===== src/rtl/core/adrb_pkg.sv =====
// Shared types and constants of the adjustable delay ring buffer.
`default_nettype none

package adrb_pkg;

  localparam int SAMPLE_W    = 16;
  localparam int CFG_W       = 13;
  localparam int DELAY_W     = 12;
  localparam int OP_W        = 2;
  localparam int DEPTH_DEF   = 4096;
  localparam int LEN_RESET   = 4096;
  localparam int QUEUE_DEPTH = 2;

  typedef enum logic [OP_W-1:0] {
    OP_PUSH  = 2'd0,
    OP_PULL  = 2'd1,
    OP_SET   = 2'd2,
    OP_CLEAR = 2'd3
  } op_t;

  typedef enum logic [1:0] {
    ST_CLEAR,
    ST_RUN,
    ST_REDUCE,
    ST_RESYNC
  } back_state_t;

  typedef struct packed {
    logic [OP_W-1:0]            operation;
    logic signed [SAMPLE_W-1:0] sample_in;
    logic [CFG_W-1:0]           delay_target;
  } in_beat_t;

  typedef struct packed {
    logic signed [SAMPLE_W-1:0] sample_out;
    logic [DELAY_W-1:0]         delay_now;
  } out_beat_t;

  typedef struct packed {
    op_t                        op;
    logic signed [SAMPLE_W-1:0] sample;
    logic [CFG_W-1:0]           target;
  } cmd_t;

  typedef struct packed {
    logic full;
    logic empty;
  } queue_status_t;

  typedef struct packed {
    logic init_busy;
  } back_status_t;

endpackage

`default_nettype wire


===== src/rtl/core/adrb_front.sv =====
// Front end: accepts input beats, decodes them and saturates the delay target.
`default_nettype none

module adrb_front (
  input  wire logic                          in_valid,
  output logic                               in_stall,
  input  wire adrb_pkg::in_beat_t            in_beat,
  input  wire logic [adrb_pkg::CFG_W-1:0]    len,
  input  wire adrb_pkg::back_status_t        back_status,
  input  wire adrb_pkg::queue_status_t       q_status,
  output logic                               q_push,
  output adrb_pkg::cmd_t                     q_wdata
);

  adrb_pkg::op_t op;

  assign op       = adrb_pkg::op_t'(in_beat.operation);
  assign in_stall = q_status.full || back_status.init_busy;
  assign q_push   = in_valid && !in_stall;

  always_comb begin
    q_wdata.op     = op;
    q_wdata.sample = '0;
    q_wdata.target = '0;
    case (op)
      adrb_pkg::OP_PUSH: begin
        q_wdata.sample = in_beat.sample_in;
      end
      adrb_pkg::OP_SET: begin
        // A target beyond the length lands on the length itself.
        q_wdata.target = (in_beat.delay_target > len) ? len : in_beat.delay_target;
      end
      default: begin
      end
    endcase
  end

endmodule

`default_nettype wire


===== config.mk =====
export PLATFORM = sky130hd
export DESIGN_NAME = adrb_front
export DESIGN_NICKNAME = d
export VERILOG_FILES = /design/src/rtl/core/adrb_pkg.sv /design/src/rtl/core/adrb_front.sv
export SDC_FILE = /design/constraint.sdc
export NUM_CORES = 1
export LEC_CHECK = 0
export BUFFER_PORTS_ARGS = -buffer_cell sky130_fd_sc_hd__buf_2
export CAP_MARGIN = 20
export CORE_UTILIZATION = 37
export DETAILED_ROUTE_END_ITERATION = 8
export PLACE_DENSITY = 0.86
export SYNTH_ARGS = -nofsm -noshare
export SYNTH_HDL_FRONTEND = slang
export SYNTH_SLANG_ARGS = --single-unit

===== constraint.sdc =====
create_clock -name vclk -period 2.5
set_input_delay 0.5 -clock vclk [all_inputs]
set_output_delay 0.5 -clock vclk [all_outputs]
set_load 0.005 [all_outputs]

==> impl_results.md <==
- IO Count: 81
- Avg Vias per Cell: 6.04
- Cell Area, Synth: 973 µm²
- Fin. Hold Viols: 0
- RSZ-0062 raised after global routing: yes
- Layout area overhead: 109%
- Most frequent cell after synthesis: and2_1
- Net Count, Synth: 205
- Final net count: 306
- # clk buffers: 0
- Tightest Pin Transition: 0.641 ns
- Hold_ws: 1.21 ns
- Die ar.: 2840 µm²
- Syn Inst Count: 144
- DRT Wirelength: 4.85 mm
- Dpl cells: 266
- Min Tclk post-route: 2.76 ns
- GPL Wtd Cong: 0.864
- Sequential element share of the synthesized area: 0%
- Slew margin rel.: 57.1%
- DR vias: 1650
- First-pass iteration count of the detailed router: 5
- Hold path cells: 2
- Die W: 53.3 µm
- FF/Latch Area: 0 µm²
- DIE HEIGHT: 53.3 µm
- DRT antenna net count: 0
- Initial antenna violation count: 0
- Min-delay worst type: primary input to output port
- Std-Cell Rows: 18
- Worst setup EP type: output port
- Overall Global Routing Usage: 28.6%
- Synth area leader: ha_1
- Final Instance Area: 2040 µm²
- Placed instance area: 1560 µm²
- Final Max Slew Viols: 0
- Peak supply drop: 0.116 mV
- Failing checks: setup timing
- Layout cells sized above 1: 68.3%
- Crit path launch type: primary input
- First-pass GRT wire length: 6.07 mm
- Count of cell types in the netlist: 29
- Core area: 2480 µm²
- Power Density: 168 nW/µm²
- Setup TNS: -1.99 ns
- Starting density of the core: 39.3%
- Non-Filler Instances: 273
- I/O Buffers: 80
- Total global routing overflow: 0
- Arrival @ worst endpoint: 2.26 ns
- # DRC: 0
- Worst Slack Setup Final: -0.261 ns
- Max-cap viol count: 0
- Period utilization: 110%
- Vias in the first global route: 1356
- Crit Path Max Fanout: 6
- Cts hold-fix bufs: 0
- Post-DP HPWL: 2.72 mm
- Critical path class: primary input to output port
- Synth warn: 0
- Area fraction of the dominant cell type after synthesis: 16.7%
- Largest net degree at the start of global routing: 38
- Max Fclk: 362 MHz
- Req. time, crit path: 2.00 ns
- Number of diodes: 0
- 1st-iter DRT viols: 47
- Wire per inst: 17.8 µm
- Seq Cell Count: 0
- Synth cell count leaders: and2_1, nand2_1, nand3_1
- Status: finished, violations left
- Largest cells by area after synthesis: ha_1, and3_4, a32oi_1
- Final setup violation count: 13
- Static Leak: 1.00 nW
- Syn avg cell area: 6.76 µm²
-- layer usage --
metal / part of all wire [%] / track usage, % / wire length [µm] / vias up
met2: 53 / 58.5 / 2560 / 123
met4: 3.9 / 6.14 / 189 / 0
met5: 0 / 0 / 0 / -
li1: - / - / - / 756
met3: 8.0 / 2.01 / 388 / 22
met1: 35 / 30.7 / 1710 / 749
-- stage by stage --
stage / power, mW / setup slack (ns) / utilization (%)
4_1_cts: 0.286 / -0.179 / 73.6
6_report: 0.343 / -0.261 / 82.2
3_3_place_gp: 0.224 / -0.301 / 63.0
2_1_floorplan: 0.111 / 0.00709 / -
3_5_place_dp: 0.231 / -0.306 / 63.0
5_1_grt: 0.368 / -0.290 / 82.2
-- cells in the final DEF, fill, tap and decap left out, types with 10 or more instances in the layout --
master,instances
and3_4,12
nand4_1,13
buf_4,27
nand2_1,14
nand3_1,13
ha_4,13
buf_6,20
and2_1,16
inv_2,10
buf_2,59
-- logic make-up after synthesis --
kind of cell / count (synthesis) / share of synthesized area, %
simple gates: 79 / 51.0
buf+inv: 27 / 12.1
compound gates: 25 / 20.2
fa+ha+maj: 13 / 16.7
-- final timing paths --
check / slack (ns) / startpoint / endpoint
hold / removal: 1.21 / in_beat[30] / q_wdata[30]
setup / recovery: -0.26 / len[7] / q_wdata[3]
-- timing repair --
item | 4_1_cts | 5_1_grt
buffers inserted | 3 | 1
endpoints found under the hold margin | 0 | 0
pin swaps | 23 | 29
resized for setup | 37 | 40
endpoints found under the setup margin | 13 | 13
gates cloned | 2 | 2
-- where the power goes --
| group | internal [mW] | switching, mW |
|---|---|---|
| clock network | 0 | 0 |
| registers | 0 | 0 |
| logic | 0.182 | 0.161 |
-- cell type report --
| cell class | instances | area (µm²) |
|---|---|---|
| Fill cell | 159 | 442 |
| Multi-Input combinational cell | 120 | 1170 |
| Timing Repair Buffer | 109 | 773 |
| Tap cell | 30 | 37.5 |
| Inverter | 14 | 57.6 |
-- critical path, stage by stage --
cell,delay (ns)
buf_6,0.07
inv_2,0.04
ha_4,0.25
nand4_1,0.16
or4_4,0.59
and3_4,0.22
a32oi_1,0.15
nand3_1,0.12
buf_2,0.15
No activity file was read; power rests on OpenSTA's default activity.
