$ cat config.mk
export PLATFORM = sky130hd
export DESIGN_NAME = adrb_queue
export DESIGN_NICKNAME = d
export VERILOG_FILES = /design/src/rtl/core/adrb_pkg.sv /design/src/rtl/core/adrb_queue.sv
export SDC_FILE = /design/constraint.sdc
export NUM_CORES = 1
export LEC_CHECK = 0
export ABC_AREA = 1
export BUFFER_PORTS_ARGS = -buffer_cell sky130_fd_sc_hd__buf_2
export CAP_MARGIN = 20
export CORE_MARGIN = 2
export CORE_UTILIZATION = 40
export DETAILED_ROUTE_END_ITERATION = 8
export PLACE_DENSITY = 0.66
export SETUP_SLACK_MARGIN = 0.05
export SLEW_MARGIN = 20
export SYNTH_ARGS = -nofsm -noshare
export SYNTH_HDL_FRONTEND = slang
export SYNTH_SLANG_ARGS = --single-unit
$ cat constraint.sdc
create_clock -name clk -period 2.3 [get_ports clk]
set_input_delay 0.115 -clock clk [delete_from_list [all_inputs] [get_ports clk]]
set_output_delay 0.115 -clock clk [all_outputs]
set_load 0.03 [all_outputs]
$ cat src/rtl/core/adrb_pkg.sv
// Shared types and constants of the adjustable delay ring buffer.
`default_nettype none

package adrb_pkg;

  localparam int SAMPLE_W    = 16;
  localparam int CFG_W       = 13;
  localparam int DELAY_W     = 12;
  localparam int OP_W        = 2;
  localparam int DEPTH_DEF   = 4096;
  localparam int LEN_RESET   = 4096;
  localparam int QUEUE_DEPTH = 2;

  typedef enum logic [OP_W-1:0] {
    OP_PUSH  = 2'd0,
    OP_PULL  = 2'd1,
    OP_SET   = 2'd2,
    OP_CLEAR = 2'd3
  } op_t;

  typedef enum logic [1:0] {
    ST_CLEAR,
    ST_RUN,
    ST_REDUCE,
    ST_RESYNC
  } back_state_t;

  typedef struct packed {
    logic [OP_W-1:0]            operation;
    logic signed [SAMPLE_W-1:0] sample_in;
    logic [CFG_W-1:0]           delay_target;
  } in_beat_t;

  typedef struct packed {
    logic signed [SAMPLE_W-1:0] sample_out;
    logic [DELAY_W-1:0]         delay_now;
  } out_beat_t;

  typedef struct packed {
    op_t                        op;
    logic signed [SAMPLE_W-1:0] sample;
    logic [CFG_W-1:0]           target;
  } cmd_t;

  typedef struct packed {
    logic full;
    logic empty;
  } queue_status_t;

  typedef struct packed {
    logic init_busy;
  } back_status_t;

endpackage

`default_nettype wire

$ cat src/rtl/core/adrb_queue.sv
// Short command queue between the front end and the back end.
`default_nettype none

module adrb_queue (
  input  wire logic                    clk,
  input  wire logic                    rst_n,
  input  wire logic                    push,
  input  wire adrb_pkg::cmd_t          wdata,
  input  wire logic                    pop,
  output adrb_pkg::queue_status_t      status,
  output adrb_pkg::cmd_t               head
);

  localparam int QD     = adrb_pkg::QUEUE_DEPTH;
  localparam int QPTR_W = (QD > 1) ? $clog2(QD) : 1;
  localparam int QCNT_W = $clog2(QD + 1);

  adrb_pkg::cmd_t    entry_r [QD];
  logic [QPTR_W-1:0] wr_ptr_r, wr_ptr_nxt;
  logic [QPTR_W-1:0] rd_ptr_r, rd_ptr_nxt;
  logic [QCNT_W-1:0] cnt_r, cnt_nxt;

  assign status.full  = (cnt_r == QCNT_W'(QD));
  assign status.empty = (cnt_r == '0);
  assign head         = entry_r[rd_ptr_r];

  always_comb begin
    wr_ptr_nxt = wr_ptr_r;
    rd_ptr_nxt = rd_ptr_r;
    cnt_nxt    = cnt_r;
    if (push) begin
      wr_ptr_nxt = (wr_ptr_r == QPTR_W'(QD - 1)) ? '0 : wr_ptr_r + 1'b1;
    end
    if (pop) begin
      rd_ptr_nxt = (rd_ptr_r == QPTR_W'(QD - 1)) ? '0 : rd_ptr_r + 1'b1;
    end
    if (push && !pop) begin
      cnt_nxt = cnt_r + 1'b1;
    end else if (pop && !push) begin
      cnt_nxt = cnt_r - 1'b1;
    end
  end

  always_ff @(posedge clk) begin
    if (!rst_n) begin
      wr_ptr_r <= '0;
      rd_ptr_r <= '0;
      cnt_r    <= '0;
    end else begin
      wr_ptr_r <= wr_ptr_nxt;
      rd_ptr_r <= rd_ptr_nxt;
      cnt_r    <= cnt_nxt;
    end
  end

  always_ff @(posedge clk) begin
    if (push) begin
      entry_r[wr_ptr_r] <= wdata;
    end
  end

endmodule

`default_nettype wire

==> impl_metrics.ini, run 1 <==
[outcome]
run_status = finished clean

[critical_path]
path_buf_inv = 2
critPathKind = reg2out
rrSetupSlack_ns = 1.03
crit_family = buffers and inverters
r2r-start = wr_ptr_r
crit_required_ns = 2.18
crit_slowest_cell = mux2_2
path_cells = buf_4 -> mux2_2 -> buf_2
critPathMaxStageDelay_ns = 0.39
cp.arrival_ns = 1.49
crit_path_end_kind = primary output
start_kind = flip-flop
path_max_fanout = 19

[timing]
rsz0062_at_grt = no
tightestPinTransition_ns = 0.4295
setup_tns_ns = 0
report.final.hold_viol_count = 0
layout_min_cycle_time_ns = 1.604
max_freq_mhz = 623.6
fin_worst_skew_ns = 0.005704
final-setup-viol-count = 0
slew-limit-headroom = 0.7137
period_share = 0.6973
slew_viol_final = 0

[synthesis]
synth-seq-cells = 67
synth.distinct_cells = 12
synth_fp_nets = 167
ys.warnings.count = 0
seq_area_frac_synth = 0.7935
syn_inst = 131
avgSynthCellArea_um2 = 18.87
syn_area_mm2 = 0.002472

[die]
io_pins = 68
die_y_um = 82.62
fp.dieW_um = 82.62
start_util = 0.4151
core_mm2 = 0.005956
dieArea_mm2 = 0.006826
row_count = 28

[place]
place_area_mm2 = 0.002905
numPortBuffers = 67
gp_congestion = 0.6936
dp_hpwl_mm = 2.755

[clock_network]
clkLatencyLatePin_ns = 0.33
post_cts_buffers = 0
clkSinkCount = 67
path_clk_slew_ns = 0.07
numCtsBuffers = 9
cts_buffer_depth = 2
root_buffer = clkbuf_8
h-tree-depth = 3
cts_tree = built

[grt]
grt_max_degree = 32
grt_pass1_vias = 1564
grt.met3_usage = 0.05652
grtUsageTotal = 0.1440
grt_first_pass_wirelength_mm = 6.886
overflow = 0
top_usage_layer = met2
met1_usage = 0.1483
antenna_found_initial = 0
grtUsageMet2 = 0.2540

[route]
vias = 1441
drc_errors = 0
routed_wl_mm = 4.291
antenna_left = 0
drt_iter0_markers = 75
firstDrtPassIters = 3
wl_per_cell_um = 13.37
viasPerCell = 4.489

[worst_hold_path]
hp-start = rst_n
min_path_type = in2reg

[flow_run]
max_cap_violations = 0

[final_layout]
drive_gt1_frac = 0.4715
stdcell_area_mm2 = 0.003423
antenna_cells = 0
fin_util = 0.5748
fin_nets = 277
syn_to_final_growth_pct = 38.46

[power]
p_leak_nw = 1.349
p_per_area_mw_per_mm2 = 818.9
ir_drop_mv = 0.4815
## cell usage in the layout, fill, tap and decap left out
master         instances
buf_2                 67
edfxtp_1              62
mux2_2                31
dlygate4sd3_1         31
clkbuf_8               9
inv_1                  8
nor2_1                 8
nand2_1                8
dfxtp_1                5
buf_4                  4
clkinv_1               2
bufinv_16              2
nor2_4                 1
o21ai_0                1
a21oi_1                1
nand3_1                1
nand4_1                1
ha_1                   1
clkbuf_1               1
clkinv_2               1
clkinvlp_4             1
## cells by family (layout without fill, tap and decap cells)
kind of cell               count (synthesis)  count (layout)  share of synthesized area
DFF                                       67              67                     0.7935
muxes                                     31              31                     0.1412
and+or+nand+nor                           19              19                    0.03036
buffers and inverters                     11             126                    0.02581
AOI/OAI and AO/OA                          2               2                   0.004045
adders and majority gates                  1               1                   0.005060
## power breakdown
group / internal (W) / total [W] / switching, W / leakage (nW)
clock: 0.000601 / 0.00100 / 0.000401 / 0.101
combinational: 0.000155 / 0.000379 / 0.000224 / 0.624
sequential: 0.00141 / 0.00142 / 0.0000172 / 0.624
total: 0.00216 / 0.00280 / 0.000642 / 1.35
## worst reg2reg max path, cell delays in order, from the launching register on
cell	delay [ns]
dfxtp_1	0.40
nand2_1	0.09
inv_1	0.05
buf_4	0.37
## synth_stat cells (all sizes together)
cell	instances	area share
buf	3	0.014
mux2	31	0.14
a21oi	1	0.0020
o21ai	1	0.0020
edfxtp	62	0.75
nor2	9	0.014
nand2	8	0.012
inv	8	0.012
ha	1	0.0051
nand4	1	0.0025
nand3	1	0.0020
dfxtp	5	0.040
## routing by layer
layer,share of wire,up-vias
met2,0.51,45
li1,-,705
met4,0.012,0
met1,0.41,683
met3,0.068,8
met5,0,-
## layout make-up
class,count,area [um^2]
clock buffers,10,127.6
clock inverters,6,80.08
fillers,491,2532
inverters,8,30.03
multi-input cells,53,454.2
flip-flops and latches,67,1962
well taps,75,93.84
repair buffers,102,675.6
## path summary, 6_finish.rpt
kind / depth (start not counted) / end
setup / recovery: 3 / head[7]
hold / removal: 3 / cnt_r[1]
setup reg to reg: 3 / entry_r[1][12]
hold reg to reg: 2 / rd_ptr_r
## what timing repair did
item,4_1_cts,5_1_grt
hold endpoints to repair,62,0
hold buffers,31,0
resized for setup,0,0
## state kept, by name, indices dropped and copies added, names as in the netlist, named ones only
register  flops
rd_ptr_r      1
entry_r      62
wr_ptr_r      1
cnt_r         2
## per-stage QoR
stage | cells | hold slack, ns | power, W | setup slack (ns)
finish | 321 | 0.04700 | 0.002803 | 0.6963
global route | 321 | 0.04183 | 0.002936 | 0.5958
CTS | 321 | 0.02890 | 0.002848 | 0.6542
detailed placement | 274 | 0.3081 | 0.001794 | 1.021
global placement | 274 | 0.3036 | 0.001786 | 1.036
floorplan | 131 | 0.2139 | 0.001680 | 0.2448
(Power assumes the default switching activity.)
==> inputs of run 2 (changes only) <==
- clock period: 2.3 -> 1.57 ns (I/O delays scaled with it)
==> run 2 against run 1 <==
  * Critical endpoint is now head[21]
  * Routed wire length is 5.8% higher
  * Final cell count is 0.93% higher
  * Clock skew is 0.0023 ns higher
==> impl_metrics.ini, run 2 (same netlist as run 1, synthesis figures left out) <==
[power]
p_leak_nw = 1.377
ir_drop_mv = 0.7336
p_per_area_mw_per_mm2 = 1135

[place]
numPortBuffers = 67
gp_congestion = 0.6978
placed_cells_incl_taps = 276
place_area_mm2 = 0.002933
dp_hpwl_mm = 2.699

[final_layout]
largest_reg_flops = 62
regMostFlops = entry_r
drive_gt1_frac = 0.4739
fin_util = 0.5857
fin_cells = 324
antenna_cells = 0
stdcell_area_mm2 = 0.003488
largest_registers = entry_r: 62 flops, cnt_r: 2 flops
fin_nets = 281
syn_to_final_growth_pct = 41.09
layout_common_cells = 62 x edfxtp_1, 55 x buf_2, 32 x dlygate4sd3_1
final_common_cell = edfxtp_1
fillCellCount = 483

[clock_network]
cts_tree = built
numCtsBuffers = 9
cts_buffer_depth = 2
root_buffer = clkbuf_8
h-tree-depth = 3
post_cts_buffers = 0
clkLatencyLatePin_ns = 0.32
path_clk_slew_ns = 0.06
clkSinkCount = 67

[critical_path]
rrSetupSlack_ns = 0.45
critPathKind = reg2out
path_cells = buf_4 -> mux2_2 -> buf_2
crit_required_ns = 1.49
path_max_fanout = 6
start_kind = flip-flop
crit_slowest_cell = dfxtp_4
critPathMaxStageDelay_ns = 0.39
crit_path_end_kind = primary output
cp.arrival_ns = 1.40

[route]
antenna_left = 0
wl_per_cell_um = 14.01
drt_iter0_markers = 50
vias = 1452
drc_errors = 0
routed_wl_mm = 4.539
viasPerCell = 4.481
firstDrtPassIters = 3

[worst_hold_path]
min_path_type = in2reg

[timing]
max_freq_mhz = 675.3
period_share = 0.9432
report.final.hold_viol_count = 0
fin_worst_skew_ns = 0.008003
slew-limit-headroom = 0.8409
tightestPinTransition_ns = 0.2387
worst_hold_slack_ns = 0.02620
setup_tns_ns = 0
final-setup-viol-count = 0
slew_viol_final = 0
rsz0062_at_grt = yes
layout_min_cycle_time_ns = 1.481

[die]
row_count = 28
fp.dieW_um = 82.62
core_mm2 = 0.005956
start_util = 0.4151
die_y_um = 82.62
io_pins = 68
dieArea_mm2 = 0.006826

[grt]
grt_pass1_vias = 1536
antenna_found_initial = 0
grt_first_pass_wirelength_mm = 6.810
overflow = 0
grtUsageTotal = 0.1422
grt_max_degree = 18

[flow_run]
max_cap_violations = 0

[outcome]
run_status = finished clean
run 2: cell count changes in the layout (fill, tap and decap cells not counted):
| cell | before | now |
|---|---|---|
| clkinvlp_4 | 1 | 0 |
| dlygate4sd3_1 | 31 | 32 |
| buf_16 | 0 | 1 |
| dfxtp_4 | 0 | 1 |
| dfxtp_1 | 5 | 4 |
| buf_2 | 67 | 55 |
| clkbuf_1 | 1 | 2 |
| bufinv_16 | 2 | 1 |
| buf_12 | 0 | 1 |
| buf_4 | 4 | 17 |
run 2: timing repair:
item / 4_1_cts / 5_1_grt
cloned: 1 / 0
setup endpoints to repair: 25 / 13
resized for setup: 15 / 0
hold buffers: 32 / 0
endpoints found under the hold margin: 64 / 0
run 2: layer usage:
metal,vias to the layer above,routed length [um],track usage
met5,-,0,0
met4,0,74,0.07705
met3,8,210,0.04022
met2,40,2377,0.2565
met1,690,1876,0.1487
li1,714,-,-
run 2: worst max-delay path: cells and delay by family (launching register included):
family / cells / cell delay (ns)
DFF: 1 / 0.39
muxes: 1 / 0.34
buffers and inverters: 2 / 0.35
run 2: stage by stage:
step           power (W)  setup WS (ns)
3_5_place_dp    0.002634         0.3897
5_1_grt         0.004141        0.02860
4_1_cts         0.004015        0.04514
2_1_floorplan   0.002463         0.1128
6_report        0.003960        0.08919
3_3_place_gp    0.002627         0.3946
run 2: power breakdown:
| group | internal (W) | switching, W |
|---|---|---|
| Clock | 0.000712 | 0.000560 |
| Sequential | 0.00206 | 0.0000298 |
| Combinational | 0.000263 | 0.000335 |
run 2: cell type report:
cell class,count,area [um^2],area share
Multi-Input combinational cell,53,454.2,0.1302
Inverter,8,30.03,0.008608
Clock buffer,11,131.4,0.03766
Tap cell,75,93.84,0.02690
Timing Repair Buffer,106,770.7,0.2209
Sequential cell,67,1966,0.5635
Clock inverter,4,42.54,0.01220
run 2: path summary, 6_finish.rpt:
kind / from / endpoint / cells after the start
max reg2reg: wr_ptr_r / entry_r[1][27] / 3
min: pop / rd_ptr_r / 3
max: flip-flop / head[21] / 3
min reg2reg: rd_ptr_r / rd_ptr_r / 2
